**config.mk**
```make
export PLATFORM = sky130hd
export DESIGN_NAME = plcg_div_cell
export DESIGN_NICKNAME = d
export VERILOG_FILES = /design/src/design/plcg_pkg.sv /design/src/design/plcg_div_cell.sv
export SDC_FILE = /design/constraint.sdc
export NUM_CORES = 1
export LEC_CHECK = 0
export BUFFER_PORTS_ARGS = -buffer_cell sky130_fd_sc_hd__buf_4
export CAP_MARGIN = 10
export CORE_ASPECT_RATIO = 2
export CORE_MARGIN = 2
export CORE_UTILIZATION = 30
export DETAILED_ROUTE_END_ITERATION = 10
export GPL_ROUTABILITY_DRIVEN = 0
export HOLD_SLACK_MARGIN = 0.02
export SETUP_SLACK_MARGIN = 0.02
export SYNTH_ARGS = -nofsm -noshare
export SYNTH_HDL_FRONTEND = slang
export SYNTH_SLANG_ARGS = --single-unit
export TNS_END_PERCENT = 1
```
**constraint.sdc**
```tcl
create_clock -name i_clk -period 13.4 [get_ports i_clk]
set_clock_uncertainty 0.2 [all_clocks]
set_input_delay 2.68 -clock i_clk [delete_from_list [all_inputs] [get_ports i_clk]]
set_output_delay 2.68 -clock i_clk [all_outputs]
set_load 0.02 [all_outputs]
```
**src/design/plcg_pkg.sv**
```systemverilog
package plcg_pkg;

    localparam int FracBits = 16;
    localparam int PosW     = 32;
    localparam int DiffW    = PosW + 1;
    localparam int MagW     = PosW;
    localparam int SqW      = 2 * MagW;
    localparam int SumW     = SqW + 2;
    localparam int RootW    = SumW / 2;
    localparam int LimW     = 33;
    localparam int PenW     = 34;
    localparam int NormW    = 18;
    localparam int BncW     = 17;
    localparam int IdxW     = 16;
    localparam int NumW     = MagW + FracBits;
    localparam int QW       = FracBits + 1;
    localparam int RootPipe = RootW;
    localparam int DivPipe  = QW;
    localparam int BitW     = 6;

    localparam logic [1:0] ModeRodBit    = 2'b01;
    localparam logic [1:0] ModeAnchorBit = 2'b10;

    typedef struct packed {
        logic            is_rod;
        logic            anchor;
        logic [IdxW-1:0] first_index;
        logic [IdxW-1:0] second_index;
        logic [LimW-1:0] limit_length;
        logic [BncW-1:0] bounce;
        logic [2:0]      neg;
    } t_side;

    typedef struct packed {
        logic [SumW-1:0]  rem;
        logic [RootW-1:0] root;
    } t_root;

    typedef struct packed {
        logic [NumW+RootW-1:0] rem;
        logic [QW-1:0]         q;
    } t_quo;

endpackage

```
**src/design/plcg_div_cell.sv**
```systemverilog
module plcg_div_cell
    import plcg_pkg::*;
(
    input  logic             i_clk,
    input  logic             i_en,
    input  logic [BitW-1:0]  i_bit,
    input  logic [RootW-1:0] i_den,
    input  t_quo             i_d,
    output t_quo             o_d
);
    logic [NumW+RootW:0] w_sub;
    t_quo                n_d;
    t_quo                r_d;

    always_comb begin
        w_sub = (NumW + RootW + 1)'(i_den) << i_bit;
        n_d = i_d;
        if ({1'b0, i_d.rem} >= w_sub) begin
            n_d.rem = (NumW + RootW)'({1'b0, i_d.rem} - w_sub);
            n_d.q   = i_d.q | (QW'(1) << i_bit);
        end
    end

    always_ff @(posedge i_clk) begin
        if (i_en) begin
            r_d <= n_d;
        end
    end

    assign o_d = r_d;
endmodule

```
Yosys cells after proc, flatten, opt, wreduce, memory -nomap -nowiden:

Cells that the tools add are included.

* flip-flop bits (word level): 98
* input port bits: 139
* output and inout bits: 98
* logic and storage cells: 8

* add/subtract/negate cells: 1
* order comparisons: 1
* shift operators: 2
* muxes and demuxes: 1
* bitwise logic cells: 1

Operators by type and width (count)
* 98-bit two-way mux: 1
* 81-bit by 82-bit >= comparator with 1-bit output: 1
* 33-bit by 6-bit left shift with 82-bit output: 1
* 81-bit subtractor: 1
* 17-bit OR: 1
* 1-bit by 6-bit left shift with 17-bit output, first input constant: 1

Depth between registers and ports, before layout:

* depth in word-level cells: 3
* mapped depth: 27
* depth with buffers taken out: 21

Least setup slack after synthesis:

Ideal clock, no wire load.

* path kind: in2reg
* from: input port i_bit[0]
* to: register r_d (netlist bit o_d[90]), data pin
* library setup time: 259 ps
* arrival time: 7342 ps
* required time: 12941 ps
* path slack: 5599 ps
* stages on the path: 25
* buffers on the path: 6
* path through: clkbuf_1 clkbuf_1 clkbuf_1 a211oi_1 a21oi_1 nand2_1 nand2_1 nor2_1 a21oi_1 nand2_1 o21ai_0 a21oi_1 ha_1 buf_2 nand4_2 or4_1 or3_1 nor2_1 and3_1 a221o_1 a21oi_1 or3_1 buf_6 clkbuf_8 o31a_1

RTL lines
* start: declaration: line plcg_div_cell.sv:6 `input logic [BitW-1:0] i_bit,`
* end signal: assignment: line plcg_div_cell.sv:26 `r_d <= n_d;`
* end: declaration: line plcg_div_cell.sv:13 `t_quo r_d;`

==> impl_metrics.json <==
{
  "synth.area.mux_share_pct": 7.469,
  "cts_sinks": 98,
  "cts_buffer_depth": 2,
  "finalHoldViolCount": 0,
  "fp.dieH_um": 281.4,
  "drt_drc_violations_left": 0,
  "wl_um": 47820,
  "yosys.area_share.simple_pct": 20.24,
  "yosys.area.top_type": "edfxtp_1",
  "slew_headroom_pct": 22.05,
  "post_cts_buffers": 0,
  "synth_top_family_by_area": "compound AO/OA/AOI/OAI gates",
  "wl_per_cell_um": 22.85,
  "ys_seq_area_share_pct": 25.50,
  "period_share_pct": 70.11,
  "finalPower_mw": 1.473,
  "grt_pass1_vias": 11890,
  "synth_edf_count": 98,
  "dp_slack_ns": 3.904,
  "hold_path.class": "primary input to flip-flop",
  "syn-instance-count": 1472,
  "dp_hpwl_um": 39560,
  "area_growth_pct": 19.13,
  "grt_antenna_before_repair": 0,
  "grt_pass1_wl_um": 69350,
  "die_w_um": 142.7,
  "cts_made_buffers": 9,
  "cts_max_level": 3,
  "drt_iter0_drc": 994,
  "hold_buffers": 0,
  "rows": 101,
  "cts_tree": "built",
  "synth_ff_type": "edfxtp_1",
  "core_mm2": 0.03791,
  "synthXorXnorAreaFrac_pct": 5.084,
  "final_nets": 1847,
  "dpl.cell_count": 2077,
  "cts_resized": 0,
  "grt_usage_pct": 23.31,
  "max_freq_mhz": 106.4,
  "ir_drop_mv": 0.06840,
  "fin_cells": 2093,
  "fillers": 4020,
  "path_clk_slew_ns": 0.08,
  "setup_slack_ns": 4.006,
  "drive_gt1_share_pct": 19.39,
  "gr-total-overflow": 0,
  "cts_root_buf": "clkbuf_16",
  "synth.distinct_cells": 81,
  "grt_max_degree": 140,
  "critPathCaptureType": "flip-flop",
  "start_util_pct": 30.45,
  "synth_compound_area_share_pct": 27.41,
  "dieArea_mm2": 0.04016,
  "crit_path_max_fanout": 139,
  "io_pins": 237,
  "synth_top_area_share_pct": 25.50,
  "vias": 12070,
  "ant_nets": 0,
  "setup_viol_count_final": 0,
  "setup.worst_path.class": "primary input to flip-flop",
  "ys_warn_count": 0,
  "ys_ff_latch": 98,
  "worst_slew_pin_slew_ns": 1.169,
  "syn_area_per_cell_um2": 7.841,
  "syn_area_mm2": 0.01154,
  "synth_nets": 1693,
  "dpl-instance-area_mm2": 0.01345,
  "n_antenna_cell": 0,
  "portBuffers": 236,
  "synth_fa_ha_area_share_pct": 8.954,
  "start_kind": "primary input",
  "cp.arrival_ns": 9.26,
  "rsz0062_at_grt": "no",
  "p_per_area_mw_per_mm2": 107.1,
  "setup_tns_ns": 0,
  "fin_area_mm2": 0.01375,
  "p_leak_nw": 5.628,
  "synthTopCellsByArea": "edfxtp_1 (25%), ha_1 (8.8%), nand2_1 (8.6%)",
  "status": "completed",
  "via_per_inst": 5.766,
  "netlist_top_cells_count": "nand2_1 (264), o21ai_0 (159), a21oi_1 (137)",
  "drv_cap": 0,
  "min_period_ns": 9.394,
  "largest_reg_flops": 98,
  "synthArstFlopShare_pct": 0,
  "dr.pass1.iters": 9,
  "synth.most_common_cell": "nand2_1",
  "required_ns": 13.27,
  "drv_slew": 0
}
==> logic make-up after synthesis <==
group,count (synthesis)
buf+inv,134
fa+ha+maj,82
xor+xnor,67
flops,98
compound gates,510
simple gates,518
mux,63
==> area by class of cell <==
| cell class | instances | area (um2) | share of cell area [%] |
|---|---|---|---|
| multi-input cells | 1240 | 7988 | 58.09 |
| flip-flops and latches | 98 | 2943 | 21.40 |
| repair buffers | 241 | 1814 | 13.19 |
| well taps | 463 | 579.3 | 4.213 |
| clock buffers | 10 | 229.0 | 1.665 |
| inverters | 36 | 135.1 | 0.9827 |
| clock inverters | 5 | 62.56 | 0.4550 |
==> worst paths after layout <==
path | startpoint | end | cells after the start
setup / recovery | i_bit[0] | o_d[46] | 18
hold / removal | i_d[2] | o_d[2] | 2
==> per-stage QoR <==
stage                     hold WS [ns]  utilization, %
after floorplan                  2.593               -
after global placement           2.729           35.47
after detailed placement         2.735           35.47
after CTS                        2.317           36.24
after global routing             2.347           36.27
final                            2.347           36.27
==> critical path: stages <==
cell and delay (ns):
buf_4 0.50, mux2_2 0.45, o21ai_0 0.25, a2bb2oi_1 0.49, nand2_1 0.09, o21ai_0 0.21, nand2b_1 0.21, ha_1 0.32
a21oi_1 0.30, a21boi_0 0.14, a311oi_1 0.40, a21boi_1 0.24, o211ai_1 0.63, nand2_1 0.16, a2111oi_1 0.62, or3_4 0.34
buf_4 0.88, o21ai_0 0.25
==> layer usage <==
layer / vias up / track usage (%) / part of all wire [%]
met2: 574 / 42.83 / 52
met4: 0 / 18.51 / 8.8
met5: - / 0 / 0
li1: 5737 / - / -
met1: 5592 / 22.75 / 33
met3: 166 / 3.702 / 6.1
==> power breakdown <==
part / leakage [nW] / switching, mW / internal, mW
Clock: 0.136 / 0.127 / 0.145
Sequential: 0.956 / 0.0206 / 0.409
Combinational: 4.54 / 0.478 / 0.292
==> cell usage in the layout, fill, tap and decap left out, drive strengths merged, types with 17 or more instances in the layout <==
master / instances
mux4: 17
nor3: 22
buf: 240
o21ai: 160
mux2i: 31
a21oi: 137
nand3: 25
a21o: 53
nand2b: 17
inv: 36
o21bai: 24
nand2: 264
ha: 81
xnor2: 49
edfxtp: 98
nand4: 35
nor2: 102
xor2: 18
Note: power is estimated with default switching activity, not from simulation.
