--- src/design/plcg_pkg.sv ---
package plcg_pkg;

    localparam int FracBits = 16;
    localparam int PosW     = 32;
    localparam int DiffW    = PosW + 1;
    localparam int MagW     = PosW;
    localparam int SqW      = 2 * MagW;
    localparam int SumW     = SqW + 2;
    localparam int RootW    = SumW / 2;
    localparam int LimW     = 33;
    localparam int PenW     = 34;
    localparam int NormW    = 18;
    localparam int BncW     = 17;
    localparam int IdxW     = 16;
    localparam int NumW     = MagW + FracBits;
    localparam int QW       = FracBits + 1;
    localparam int RootPipe = RootW;
    localparam int DivPipe  = QW;
    localparam int BitW     = 6;

    localparam logic [1:0] ModeRodBit    = 2'b01;
    localparam logic [1:0] ModeAnchorBit = 2'b10;

    typedef struct packed {
        logic            is_rod;
        logic            anchor;
        logic [IdxW-1:0] first_index;
        logic [IdxW-1:0] second_index;
        logic [LimW-1:0] limit_length;
        logic [BncW-1:0] bounce;
        logic [2:0]      neg;
    } t_side;

    typedef struct packed {
        logic [SumW-1:0]  rem;
        logic [RootW-1:0] root;
    } t_root;

    typedef struct packed {
        logic [NumW+RootW-1:0] rem;
        logic [QW-1:0]         q;
    } t_quo;

endpackage

--- src/design/plcg_root_cell.sv ---
module plcg_root_cell
    import plcg_pkg::*;
(
    input  logic            i_clk,
    input  logic            i_en,
    input  logic [BitW-1:0] i_bit,
    input  t_root           i_d,
    output t_root           o_d
);
    logic [SumW+1:0] w_trial;
    logic [SumW+1:0] w_rem;
    t_root           n_d;
    t_root           r_d;

    always_comb begin
        w_rem   = {2'b00, i_d.rem};
        w_trial = ({2'b00, {{(SumW - RootW){1'b0}}, i_d.root}} << (i_bit + BitW'(1)))
                  | ({{(SumW + 1){1'b0}}, 1'b1} << {i_bit, 1'b0});
        n_d = i_d;
        if (w_rem >= w_trial) begin
            n_d.rem  = SumW'(w_rem - w_trial);
            n_d.root = i_d.root | (RootW'(1) << i_bit);
        end
    end

    always_ff @(posedge i_clk) begin
        if (i_en) begin
            r_d <= n_d;
        end
    end

    assign o_d = r_d;
endmodule

--- config.mk ---
export PLATFORM = sky130hd
export DESIGN_NAME = plcg_root_cell
export DESIGN_NICKNAME = d
export VERILOG_FILES = /design/src/design/plcg_pkg.sv /design/src/design/plcg_root_cell.sv
export SDC_FILE = /design/constraint.sdc
export NUM_CORES = 1
export LEC_CHECK = 0
export BUFFER_PORTS_ARGS = -buffer_cell sky130_fd_sc_hd__buf_2
export CAP_MARGIN = 20
export CORE_AREA = 2 2 206 107
export DETAILED_ROUTE_END_ITERATION = 16
export DIE_AREA = 0 0 208 109
export GPL_TIMING_DRIVEN = 0
export PLACE_DENSITY = 0.84
export SLEW_MARGIN = 20
export SYNTH_ARGS = -nofsm -noshare
export SYNTH_HDL_FRONTEND = slang
export SYNTH_SLANG_ARGS = --single-unit
--- constraint.sdc ---
create_clock -name i_clk -period 8.9 [get_ports i_clk]
set_clock_uncertainty 0.1 [all_clocks]
set_input_delay 0.89 -clock i_clk [delete_from_list [all_inputs] [get_ports i_clk]]
set_output_delay 0.89 -clock i_clk [all_outputs]
set_load 0.01 [all_outputs]
# Yosys cells after proc, flatten, opt, wreduce, memory -nomap -nowiden
# Index checks and enable logic that the tools add are counted.
# word_totals
out_inout_bits,99
register_bits,99
word_cells,11
# op_classes
bitwise_logic,2
n_addsub,2
muxes,1
shifts,3
magnitude_cmp,1
# ops
op,n
99-bit two-way mux,1
66-bit by 68-bit greater-or-equal comparator with 1-bit output,1
68-bit bitwise OR,1
"1-bit by 7-bit left shift with 68-bit output, first input constant",1
33-bit by 6-bit left shift with 68-bit output,1
66-bit subtractor,1
33-bit bitwise OR,1
"1-bit by 6-bit left shift with 33-bit output, first input constant",1
"6-bit by 1-bit adder with 6-bit output, second input constant",1

# Longest topological paths before layout
# logic_depth
word_depth,5
depth_mapped,32
ltp_nobuf,23

# Worst setup path before layout
# No wires, ideal clock.
# synth_path
kind,input-to-reg
from,input port i_bit[0]
to,"register r_d, in the netlist o_d[89], data pin"
required_time_ns,8.540
n_path_buf,9
path_stages,27
t_arrival_ns,6.306
setup_slack_ns,2.234
path_cell_list,buf_2 -> inv_2 -> buf_2 -> ha_1 -> buf_6 -> buf_6 -> buf_2 -> buf_1 -> mux2i_1 -> a21oi_1 -> mux2_2 -> a21oi_1 -> o22a_1 -> ha_1 -> clkbuf_1 -> and4_1 -> o2111a_1 -> o31a_1 -> or3b_4 -> a21o_1 -> a21oi_2 -> o21a_2 -> o211a_1 -> o22a_2 -> buf_8 -> buf_12 -> mux2_4
# synth_rtl
element,line,source
start: declaration,plcg_root_cell.sv:6,"input logic [BitW-1:0] i_bit,"
end signal: assignment,plcg_root_cell.sv:28,r_d <= n_d;
end: declaration,plcg_root_cell.sv:13,t_root r_d;

==> reports/summary.txt <==
status = finished, final reports clean
CP max stage cell = a2111oi_0
DR iter-0 viols = 1596
power per cell area = 191 mW/mm2
post-synthesis adder-cell area fraction = 8.16%
TritonCTS Sinks = 99
Post-synth EDFFs = 99
CTS root buf = clkbuf_16
port bufs = 202
largest net degree at the start of global routing = 52
Die Y = 109 um
Tcrit/Tclk final = 98.4%
initial antenna violation count = 0
Starting Density = 53.7%
clock buffer depth = 2
CTS H-tree lvls = 3
final core occ = 61.8%
Nets = 1664
antenna cells = 0
vias per cell = 6.60
I/O pin total = 206
Synth Flop Type = edfxtp_1
XOR/XNOR Fraction of Synth Area = 4.81%
CP dominant cell by count = o21ai_0
FP Rows = 38
Global Route Usage Sum = 38.4%
die area = 0.0227 mm2
max incr delay on CP = 650 ps
Worst VDD drop = 0.121 mV
RD Place Congestion = 1.08
WS Path Type = in -> reg
first-pass GRT wire length = 64.7 mm
Final Hold Fails = 0
Slew Limit Fails = 0
drt wl/cell = 24.8 um
RSZ-0062 raised after global routing = false
Crit Path Max Fanout = 11
crit start category = primary input
final setup violation count = 0
routed wire length = 43.8 mm
register bit count reported by yosys = 99
vias post-DR = 11667
synthesized area = 0.0113 mm2
Highest Clock Rate = 114 MHz
Post-Route Setup TNS = 0 ps
critical path data arrival time = 8800 ps
area grow syn2layout = 15.1%
Mapped Cells = 1270
number of CTS-inserted buffers = 9
Final Critical Period = 8760 ps
CORE AREA = 0.0210 mm2
Die W = 208 um
synthesized area per cell = 8.88 um2
Worst Hold Class = in -> reg
slew at the pin closest to its max-slew limit = 978 ps
max reg flops = 99
Simple-Gate Fraction of Synth Area = 14.7%
CTS tree = yes
Worst Setup End Kind = flip-flop
Slew headroom = 34.3%
Congestion Overflow GR = 0
CTS clk-pin slew, worst paths = 80 ps
sequential share of the synthesized area = 26.4%
Max-cap violations = 0
Yosys warnings = 0
drt drc = 0
hpwl dp = 35.7 mm
Post-Syn Nets = 1450
Final ANT Viol Nets = 0
Lkg Pwr = 5.58 nW
ys async rst share = 0%
largest family of logic cells by synthesized area = compound AO/OA/AOI/OAI gates
synth unique cells = 78
Post-CTS Setup Bufs = 0
layout cells sized above 1 = 24.3%
post-synthesis mux area share = 16.4%
TritonRoute pass-1 iters = 6
Synth Area in Compound Gates = 24.1%
worst path required time = 8940 ps
number of global-route vias before repair = 10579
==> stage by stage <==
step / setup slack [ps] / cells / instance area (um2) / total power [mW] / hold WS, ps
floorplan: 2230 / 1270 / 11300 / 1.60 / 902
global placement: 88.3 / 1752 / 12600 / 1.98 / 1100
detailed placement: 34.6 / 1753 / 12700 / 2.00 / 1100
CTS: 399 / 1769 / 13000 / 2.44 / 689
global route: 25.9 / 1769 / 13000 / 2.60 / 702
finish: 139 / 1769 / 13000 / 2.49 / 695
==> report_power, final <==
group	total [mW]	switching [mW]	internal, mW
sequential	0.640	0.0199	0.620
clock	0.428	0.205	0.223
combinational	1.42	0.838	0.580
==> metal layers <==
layer	track usage [%]	share of wire, %	up-vias
met5	0	0	-
met4	7.50	1.8	0
met3	17.6	17	71
met2	50.6	36	906
met1	56.4	44	5499
li1	-	-	5191
==> critical path, delay by kind of cell <==
| kind | cells | cell delay (ps) |
|---|---|---|
| xor gates and xnor gates | 1 | 200 |
| muxes | 3 | 830 |
| buffers and inverters | 9 | 2320 |
| adders and majority gates | 2 | 640 |
| and+or+nand+nor | 2 | 260 |
| AOI/OAI and AO/OA | 11 | 3620 |
==> synth_stat cells, types with 18 or more instances <==
master	n	share of area [%]
a211oi_1	22	1.5
a21o_1	34	2.3
a21oi_1	129	5.7
clkbuf_1	46	1.5
edfxtp_1	99	26
ha_1	72	8.0
inv_1	50	1.7
mux2_2	19	1.9
mux2_4	59	7.9
mux2i_1	51	4.5
nand2_1	140	4.7
nand3_1	24	1.1
nand4_1	20	1.1
nor2_1	102	3.4
nor3_1	23	1.0
o21ai_0	60	2.7
o21bai_1	18	1.2
o21bai_2	20	2.0
xnor2_1	36	2.8
xor2_1	26	2.0
==> cell type report <==
class | instances | area (um2)
Buffer | 72 | 434
Clock buffer | 9 | 225
Clock inverter | 7 | 81.3
Fill cell | 1857 | 8030
Inverter | 51 | 191
Multi-Input combinational cell | 1048 | 7680
Sequential cell | 99 | 2970
Tap cell | 280 | 350
Timing Repair Buffer | 203 | 1040
==> final timing paths <==
| check | start | depth (start not counted) | endpoint | slack [ps] |
|---|---|---|---|---|
| max | i_bit[0] | 28 | o_d[98] | 140 |
| min | i_d[4] | 3 | o_d[4] | 700 |
==> what timing repair did <==
action | 4_1_cts | 5_1_grt
hold buffers | 0 | 0
setup endpoints to repair | 0 | 4
resized for setup | 0 | 1
==> logic make-up (layout without fill, tap and decap cells) <==
group,after synthesis,after routing
AOI/OAI and AO/OA,406,406
xor gates and xnor gates,62,62
adders and majority gates,73,73
buffers and inverters,123,342
DFF,99,99
muxes,140,140
and+or+nand+nor,367,367
==> placed cells by master (no fill, tap or decap), types with 5 or more instances in the layout <==
cell,instances
mux2_2,19
o31ai_1,16
xor2_1,26
nor3_1,23
a22oi_1,6
a21o_1,34
mux2i_1,51
nor2b_1,15
clkbuf_16,9
o21a_1,11
mux2_4,59
o21bai_1,18
a21boi_0,6
buf_12,6
o211ai_1,11
a211oi_1,22
clkbuf_1,46
buf_1,6
a2111oi_0,5
nand4_1,20
o22ai_1,12
inv_1,50
nand3_1,24
or3_1,7
nor2_1,102
mux4_2,10
nand2b_1,6
nand2_1,140
edfxtp_1,99
and2_1,8
o21bai_2,20
xnor2_1,36
ha_1,72
o21ai_0,60
o22a_1,8
a21oi_1,129
and3_1,5
buf_2,208
Power figures use the tool's default switching activity.
